**src/rtl/fcr_pkg.sv**
```systemverilog
// Package for the fraction to clock ratio block: widths, limits and sequencer states.
// Depends on nothing; used by the top level and its checker.
`timescale 1ns / 1ps

package fcr_pkg;

  localparam int MAX_DEN   = 63;
  localparam int FRAC_BITS = 32;
  localparam int DEN_W     = $clog2(MAX_DEN + 1);
  localparam int XM_W      = DEN_W + FRAC_BITS;
  localparam int PROD_W    = XM_W + 1;

  typedef enum logic [4:0] {
    ST_IDLE   = 5'b00001,
    ST_CHECK  = 5'b00010,
    ST_STEP   = 5'b00100,
    ST_MUL    = 5'b01000,
    ST_DECIDE = 5'b10000
  } fcr_state_t;

endpackage

```
**src/rtl/fraction_to_clock_ratio.sv**
```systemverilog
// Top level of the fraction to clock ratio block: sequencer and shared add/compare unit.
// Depends on fcr_pkg.
`timescale 1ns / 1ps

// Picks a numerator and denominator, denominator at most 63, that approximate a
// Q0.32 fraction for a fractional clock divider.
// An item is taken on unit_fraction at a clock edge with start high and busy
// low. busy then stays high until the result is shown: numerator and
// denominator are valid for the single cycle in which done is high, and the
// receiver must take them then. A new item may be started in that cycle.
// The special cases (tiny, low and high fractions) raise done from the check
// state after the accepting edge. Otherwise the block walks the Stern-Brocot
// tree, one mediant per cycle through one pair of 39-bit adders and comparators
// that keep running products of the bound denominators with x plus and minus
// tolerance. A match returns at once; running out of denominator passes the exit
// test, then a multiply state and a decision between the upper bound and 0/1.
// match_tolerance is to be written with cfg_write and cfg_data while the block
// is idle; the user must keep to this, the block does not enforce it.
// Synchronous reset returns the block to idle, clears done and sets
// the tolerance to 4295.
module fraction_to_clock_ratio
  import fcr_pkg::*;
(
  input  logic                 clk,
  input  logic                 rst,
  input  logic                 start,
  output logic                 busy,
  input  logic [FRAC_BITS-1:0] unit_fraction,
  input  logic                 cfg_write,
  input  logic [FRAC_BITS-1:0] cfg_data,
  output logic                 done,
  output logic [DEN_W-1:0]     numerator,
  output logic [DEN_W-1:0]     denominator
);

  fcr_state_t              state;
  logic [FRAC_BITS-1:0]    match_tolerance;
  logic [FRAC_BITS-1:0]    x;
  logic [DEN_W-1:0]        ln, ld, un, ud;
  logic [PROD_W-1:0]       pl, pu, ql, qu;
  logic [XM_W-1:0]         ux;

  logic [XM_W-1:0]         x_times_max;
  logic [PROD_W-1:0]       x_plus_tol, x_minus_tol;
  logic [DEN_W:0]          md_sum;
  logic [DEN_W-1:0]        mn, md;
  logic [PROD_W-1:0]       ps, qs, mscaled;

  assign busy = (state != ST_IDLE);

  assign x_times_max = XM_W'(x) * XM_W'(MAX_DEN);
  assign x_plus_tol  = PROD_W'(x) + PROD_W'(match_tolerance);
  assign x_minus_tol = PROD_W'(x) - PROD_W'(match_tolerance);
  assign md_sum      = {1'b0, ld} + {1'b0, ud};
  assign md          = md_sum[DEN_W-1:0];
  assign mn          = ln + un;
  assign ps          = pl + pu;
  assign qs          = ql + qu;
  assign mscaled     = {1'b0, mn, {FRAC_BITS{1'b0}}};

  always_ff @(posedge clk) begin
    if (rst) begin
      match_tolerance <= FRAC_BITS'(4295);
    end else if (cfg_write) begin
      match_tolerance <= cfg_data;
    end
  end

  always_ff @(posedge clk) begin
    if (rst) begin
      state <= ST_IDLE;
      done  <= 1'b0;
    end else begin
      done <= 1'b0;
      unique case (state)
        ST_IDLE: begin
          if (start) begin
            state <= ST_CHECK;
          end
        end
        ST_CHECK: begin
          if (x <= match_tolerance ||
              x_times_max <= (XM_W'(1) << FRAC_BITS) ||
              x_times_max >= (XM_W'(MAX_DEN - 1) << FRAC_BITS)) begin
            state <= ST_IDLE;
            done  <= 1'b1;
          end else begin
            state <= ST_STEP;
          end
        end
        ST_STEP: begin
          if (md_sum > (DEN_W + 1)'(MAX_DEN)) begin
            state <= ST_MUL;
          end else if (!(ps < mscaled) && !(mscaled < qs)) begin
            state <= ST_IDLE;
            done  <= 1'b1;
          end
        end
        ST_MUL: begin
          state <= ST_DECIDE;
        end
        ST_DECIDE: begin
          state <= ST_IDLE;
          done  <= 1'b1;
        end
        default: begin
          state <= ST_IDLE;
        end
      endcase
    end
  end

  always_ff @(posedge clk) begin
    unique case (state)
      ST_IDLE: begin
        if (start) begin
          x <= unit_fraction;
        end
      end
      ST_CHECK: begin
        ln <= '0;
        ld <= DEN_W'(1);
        un <= DEN_W'(1);
        ud <= DEN_W'(1);
        pl <= x_plus_tol;
        pu <= x_plus_tol;
        ql <= x_minus_tol;
        qu <= x_minus_tol;
        priority if (x <= match_tolerance) begin
          numerator   <= '0;
          denominator <= DEN_W'(1);
        end else if (x_times_max <= (XM_W'(1) << FRAC_BITS)) begin
          numerator   <= '0;
          denominator <= DEN_W'(2);
        end else begin
          numerator   <= DEN_W'(2);
          denominator <= DEN_W'(2);
        end
      end
      ST_STEP: begin
        if (md_sum <= (DEN_W + 1)'(MAX_DEN)) begin
          priority if (ps < mscaled) begin
            un <= mn;
            ud <= md;
            pu <= ps;
            qu <= qs;
          end else if (mscaled < qs) begin
            ln <= mn;
            ld <= md;
            pl <= ps;
            ql <= qs;
          end else begin
            numerator   <= mn;
            denominator <= md;
          end
        end
      end
      ST_MUL: begin
        ux <= XM_W'(ud) * XM_W'(x);
      end
      ST_DECIDE: begin
        if ({1'b0, un, {FRAC_BITS{1'b0}}} < {ux, 1'b0}) begin
          numerator   <= un;
          denominator <= ud;
        end else begin
          numerator   <= '0;
          denominator <= DEN_W'(1);
        end
      end
      default: begin
      end
    endcase
  end

endmodule

```
**config.mk**
```make
export PLATFORM = sky130hd
export DESIGN_NAME = fraction_to_clock_ratio
export DESIGN_NICKNAME = d
export VERILOG_FILES = /design/src/rtl/fcr_pkg.sv /design/src/rtl/fraction_to_clock_ratio.sv
export SDC_FILE = /design/constraint.sdc
export NUM_CORES = 1
export LEC_CHECK = 0
export BUFFER_PORTS_ARGS = -buffer_cell sky130_fd_sc_hd__buf_4
export CELL_PAD_IN_SITES_DETAIL_PLACEMENT = 0
export CELL_PAD_IN_SITES_GLOBAL_PLACEMENT = 1
export CORE_MARGIN = 2
export CORE_UTILIZATION = 51
export CTS_CLUSTER_SIZE = 8
export DETAILED_ROUTE_END_ITERATION = 10
export PLACE_DENSITY_LB_ADDON = 0.1
export SYNTH_ARGS = -nofsm -noshare
export SYNTH_HDL_FRONTEND = slang
export SYNTH_SLANG_ARGS = --single-unit
```
**constraint.sdc**
```tcl
create_clock -name clk -period 15.2 [get_ports clk]
set_input_delay 4.56 -clock clk [delete_from_list [all_inputs] [get_ports clk]]
set_output_delay 4.56 -clock clk [all_outputs]
set_load 0.05 [all_outputs]
```
# ---- Yosys cells after proc, flatten, opt, wreduce, memory -nomap -nowiden
# Index checks and enable logic that the tools add are counted.
dict set report word_totals {
  output_inout_bits 14
  reg_bits 300
  word_cells 106
  in_bits 68
}
dict set report classes {
  n_mux 50
  n_reduce_logical 12
  multipliers 2
  addsub 6
  eq_ne 13
  n_lt_le_gt_ge 8
}
# operator count
set op_table {}
lappend op_table {{39-bit two-way mux} 10}
lappend op_table {{39-bit one-hot mux with 2 select lines} 4}
lappend op_table {{6-bit two-way mux} 18}
lappend op_table {{39-bit adder} 2}
lappend op_table {{38-bit by 39-bit less-than comparator with 1-bit output} 2}
lappend op_table {{6-bit one-hot mux with 2 select lines} 4}
lappend op_table {{39-bit by 38-bit less-than comparator with 1-bit output} 1}
lappend op_table {{38-bit greater-or-equal comparator, second input constant} 1}
lappend op_table {{38-bit by 33-bit less-or-equal comparator with 1-bit output, second input constant} 1}
lappend op_table {{32-bit by 6-bit multiplier with 38-bit output, second input constant} 1}
lappend op_table {{6-bit by 32-bit multiplier with 38-bit output} 1}
lappend op_table {{6-bit one-hot mux with 3 select lines} 2}
lappend op_table {{32-bit by 32-bit adder with 33-bit output} 1}
lappend op_table {{32-bit by 32-bit subtractor with 33-bit output} 1}
lappend op_table {{32-bit less-or-equal comparator} 1}
lappend op_table {{5-bit one-hot mux with 4 select lines} 1}
lappend op_table {{5-bit two-way mux} 3}
lappend op_table {{2-bit inequality test, second input constant} 6}
lappend op_table {{4-bit AND reduction} 2}
lappend op_table {{6-bit by 6-bit adder with 7-bit output} 1}
lappend op_table {{7-bit by 6-bit greater-than comparator with 1-bit output, second input constant} 1}
lappend op_table {{7-bit by 6-bit less-or-equal comparator with 1-bit output, second input constant} 1}
lappend op_table {{6-bit adder} 1}
lappend op_table {{2-bit two-way mux} 3}
lappend op_table {{17 further kinds} 22}

# ---- Longest topological paths before layout
dict set report depth {
  word_depth 7
  ltp_mapped 24
  mapped_depth_nobuf 24
}

# ---- Worst setup path before layout
# No wires, ideal clock.
dict set report synth_path {
  kind {register to register}
  startpoint {register ql[17]}
  endpoint {register ld[0] (enable)}
  setup_slack_ps 4565
  t_required_ps 14537
  arrival_time_ps 9973
  setup_time_ps 663
  stages_incl_launch_ff 21
  period_less_slack_ps 10635
  n_path_buf 0
  path_cell_list {edfxtp_1 ha_1 a21o_1 a21o_1 a221o_1 a41oi_1 o21ai_1 a211oi_2 nor2_1 o31ai_1 nand2b_1 xnor2_1 ha_1 a21oi_1 nor2b_1 o21ai_0 nand2b_1 a21oi_1 or2_2 o31ai_1 o21ai_0}
}
dict set report synth_via {
  elab_chain_len 4
}
# element line_no
set synth_lines {}
lappend synth_lines {{from (decl)} fraction_to_clock_ratio.sv:40} ;# logic [PROD_W-1:0] pl, pu, ql, qu;
lappend synth_lines {{from (signal assigned)} fraction_to_clock_ratio.sv:127} ;# ql <= x_minus_tol;
lappend synth_lines {{from (signal assigned)} fraction_to_clock_ratio.sv:151} ;# ql <= qs;
lappend synth_lines {{39-bit adder} fraction_to_clock_ratio.sv:58} ;# assign qs = ql + qu;
lappend synth_lines {{38-bit by 39-bit less-than comparator with 1-bit output} fraction_to_clock_ratio.sv:147} ;# end else if (mscaled < qs) begin
lappend synth_lines {{2-bit inequality test (no line)} n/a}
lappend synth_lines {{4-bit AND reduction (no line)} n/a}
lappend synth_lines {{to (signal assigned)} fraction_to_clock_ratio.sv:149} ;# ld <= md;
lappend synth_lines {{to (decl)} fraction_to_clock_ratio.sv:39} ;# logic [DEN_W-1:0] ln, ld, un, ud;
# Every way passes these cells.
# A chain may end at the register's enable or synchronous reset.

# ---- Final worst setup path
dict set report layout_path {
  startpoint {register ql[0]}
  endpoint {register denominator[4] (enable)}
}
dict set report layout_via {
  elab_chain_len 4
}
# element line_no
set layout_lines {}
lappend layout_lines {{39-bit adder} fraction_to_clock_ratio.sv:58}
lappend layout_lines {{38-bit by 39-bit less-than comparator with 1-bit output} fraction_to_clock_ratio.sv:147}
lappend layout_lines {{2-bit inequality test (no line)} n/a}
lappend layout_lines {{4-bit AND reduction (no line)} n/a}
lappend layout_lines {{to (signal assigned)} fraction_to_clock_ratio.sv:154} ;# denominator <= md;
lappend layout_lines {{to (signal assigned)} fraction_to_clock_ratio.sv:164} ;# denominator <= ud;
lappend layout_lines {{to (decl)} fraction_to_clock_ratio.sv:33} ;# output logic [DEN_W-1:0] denominator
# Every way passes these cells.

==> metrics.txt <==
buffer depth of the longest clock path=3; area of the multi-input gates=approximately 0.018 mm²; Buf/Inv on CP=1; htree depth=2; most frequent CP cell=a21oi_1; Vias=about 22,000; DR iter-0 viols=approximately 1,200; TritonCTS clock tree=built; syn avg cell area=~9.5 µm²; Post-Synth Adder-Cell Area=0.269; Port Buffers=slightly above 80; Nets=around 3,600; startpoint types=register; worst min-delay path startpoint=match_tolerance[6]; Total Neg Setup Slack=0 ns; # diodes=0; Die X=between 200 and 250 µm; Vias per Instance=5.66; Remaining DRCs=0; initial core utilization=0.516; Post-Route WL=~75 mm; Post-Syn Area=about 0.028 mm²; worst-skew pair later-pin latency=between 0.5 and 0.6 ns; post-synth net total=between 3,000 and 4,000; mux share of post-synthesis cell area=0.0128; Leak=approximately 0.013 µW; CP peak stage delay=0.88 ns; Routability Congestion=a little over 0.9; Mapped Cells=between 2,000 and 3,000; async set-reset flop share out of synthesis=0; DIE AREA=roughly 0.057 mm²; Floorplan Core Area=0.0550 mm²; status=finished, final reports clean; CTS Buf Count=44; compound-gate portion of the synthesized area=0.160; commonest non-fill, non-tap cell in the layout=inv_1; Worst R2R Path Depth=24; number of global-route vias before repair=around 23,000; GRT overflow=0; Worst Hold Depth=2; post-CTS setup buffer count=0; worst-margin pin slew=1.09 ns; Post-Synth XOR/XNOR Area=0.0541; wire length per cell=just under 20 µm; CP required=~15 ns; Max-slew headroom=0.275; max cap viols=0; r2r endpoint=denominator[4]; dpl ws=between 7 and 8 ns; final worst slack=7.87 ns; Peak supply drop=~0.22 mV; global-route wire length before repair=121 mm; Syn. warnings=0; Critical Path AT=between 7 and 8 ns; worst setup path startpoint=ql[0]; Period minus WS final=roughly 7.3 ns; simple-gate portion of the synthesized area=0.137; number of fillers in the final layout=between 4,000 and 5,000; power per cell area=between 150 and 200 mW/mm²; Worst setup EP type=register; most used flip-flop cell after synthesis=edfxtp_1; Row Count=86; I/O Pins=82; Worst-path clk slew=about 0.050 ns; hold violation count in the final report=0; internal reg-to-reg setup slack=slightly below 8 ns; DR pass1 iterations=5; EDFF count, synth=about 260; Hold WS=approximately 0.51 ns; Yosys cell types=85; final setup fails=0; post-cts sizing count=0; RR Startpoint=ql[0]; commonest cells after routing, fill and taps aside=inv_1 (383), nand2_1 (327), edfxtp_1 (262), ha_1 (261), a21oi_1 (240); Total GRT Usage=0.270; unrepaired setup endpoints after global routing=no; ANT nets after route=0; Crit-path slowest cell=a21oi_1; Hold/Removal Path Class=reg2reg; Reg area=between 0.008 and 0.009 mm²; hold_buf cts=0; largest net degree at the start of global routing=between 90 and 100; layout cells sized above 1=0.0584; clock skew=about 0.021 ns; Tcrit/Tclk final=0.482; clk sinks=300; Seq/Total Area, Yosys=0.304; WS Path Type=reg2reg; Max Clk Rate=approximately 140 MHz; crit-path max FO=12; worst path cell trace=ha_1 -> inv_1 -> fa_1 -> nor2b_1 -> o31ai_1 -> a21oi_1 -> a21oi_1 -> o21ai_1 -> a211oi_2 -> nor2_1 -> o31ai_1 -> a21oi_1 -> xnor2_1 -> ha_1 -> nor2b_1 -> nand4_1 -> or4_1 -> nor4_1 -> nand3_1 -> nor4_1 -> nand4_1 -> o31ai_1 -> a31oi_1 -> a21oi_1; root buffer cell=clkbuf_16; main combinational cell family by area after synthesis=adder cells; hold path endpoint=match_tolerance[6]; Pins Over Slew Limit=0; #FFs+latches synth=300; initial antenna violation count=2; Die Height=around 240 µm; DP HPWL=58.2 mm; Area Overhead vs Synth=9.30%; delay-heaviest family, CP=compound AO/OA/AOI/OAI gates
-- layer usage --
metal,up-vias,part of all wire,routed length [µm],global-route usage
met1,10500,0.43,32000,0.341
met2,490,0.48,35900,0.456
met3,145,0.047,3540,0.0407
met4,4,0.048,3630,0.124
met5,-,0.00044,33,0
li1,10500,-,-,-
-- logic make-up after synthesis --
family	after synthesis
xor gates and xnor gates	175
AOI/OAI and AO/OA	709
buffers and inverters	473
adders and majority gates	479
DFF	300
and+or+nand+nor	827
muxes	36
-- worst max path at each step --
| stage | cells after the start | slack, ns | end |
|---|---|---|---|
| 2_1_floorplan | 20 | 4.56 | ld[0] |
| 3_3_place_gp | 24 | 8.09 | numerator[4] |
| 3_5_place_dp | 24 | 7.86 | numerator[4] |
| 4_1_cts | 24 | 7.84 | denominator[4] |
| 5_1_grt | 24 | 7.25 | denominator[4] |
| 6_report | 24 | 7.87 | denominator[4] |
-- per-stage QoR --
step                instance area, µm²  power [µW]   util  cells
floorplan                        28400        3250      -   2999
detailed placement               29700        3940  0.540   3751
global placement                 29700        3910  0.540   3751
finish                           31000        4890  0.564   3832
CTS                              31000        4900  0.564   3832
global route                     31000        5310  0.564   3832
-- synthesized netlist by cell type (6+ instances only) --
library cell	n	area share
nor3b_1	9	0.0024
and4_1	6	0.0019
nand2b_1	23	0.0051
nor2_1	187	0.025
xnor2_1	135	0.042
nor4_1	26	0.0057
a21boi_0	8	0.0021
or2_2	11	0.0024
nand4_1	31	0.0068
fa_1	218	0.15
o31ai_1	16	0.0042
a21o_1	80	0.021
xor2_1	40	0.012
mux2i_1	34	0.012
o21bai_1	53	0.014
o21ai_0	120	0.021
and2_1	35	0.0077
clkbuf_1	79	0.010
a2111oi_0	8	0.0025
o21a_1	19	0.0050
nand2_1	327	0.043
nor2b_1	26	0.0057
nand3_1	39	0.0069
dfxtp_1	38	0.027
a211oi_1	20	0.0053
a31oi_1	20	0.0044
inv_1	383	0.051
a211o_1	9	0.0028
o21ai_1	15	0.0026
a21oi_1	240	0.042
edfxtp_1	262	0.28
ha_1	261	0.12
buf_2	6	0.0011
nor3_1	50	0.0088
or3_1	13	0.0029
and3_1	15	0.0033
o211ai_1	20	0.0053
-- sequential cells by signal, summed over array words and instances (netlist names) --
register         count
denominator          6
ux                  38
x                   32
match_tolerance     32
done                 1
ql                  39
pu                  39
ld                   6
ln                   6
state                5
qu                  39
pl                  39
numerator            6
ud                   6
un                   6
-- where the power goes --
group          total, µW  leakage, µW  internal, µW  switching [µW]
Combinational       2900       0.0102          1130            1770
Sequential          1050      0.00269          1000            48.1
Clock                939     0.000630           562             377
Total               4890       0.0135          2700            2200
-- worst min-delay path, stage by stage, from the launching register on --
cell      delay (ns)
dfxtp_1         0.31
inv_1           0.08
o211ai_1        0.08
-- cell type report --
cell class              instances  area share
inverters                     383      0.0464
clock inverters                 4     0.00161
repair buffers                 94      0.0228
clock buffers                  77      0.0408
flip-flops and latches        300       0.278
multi-input cells            2226       0.580
well taps                     748      0.0302
Note: power is estimated with default switching activity, not from simulation.
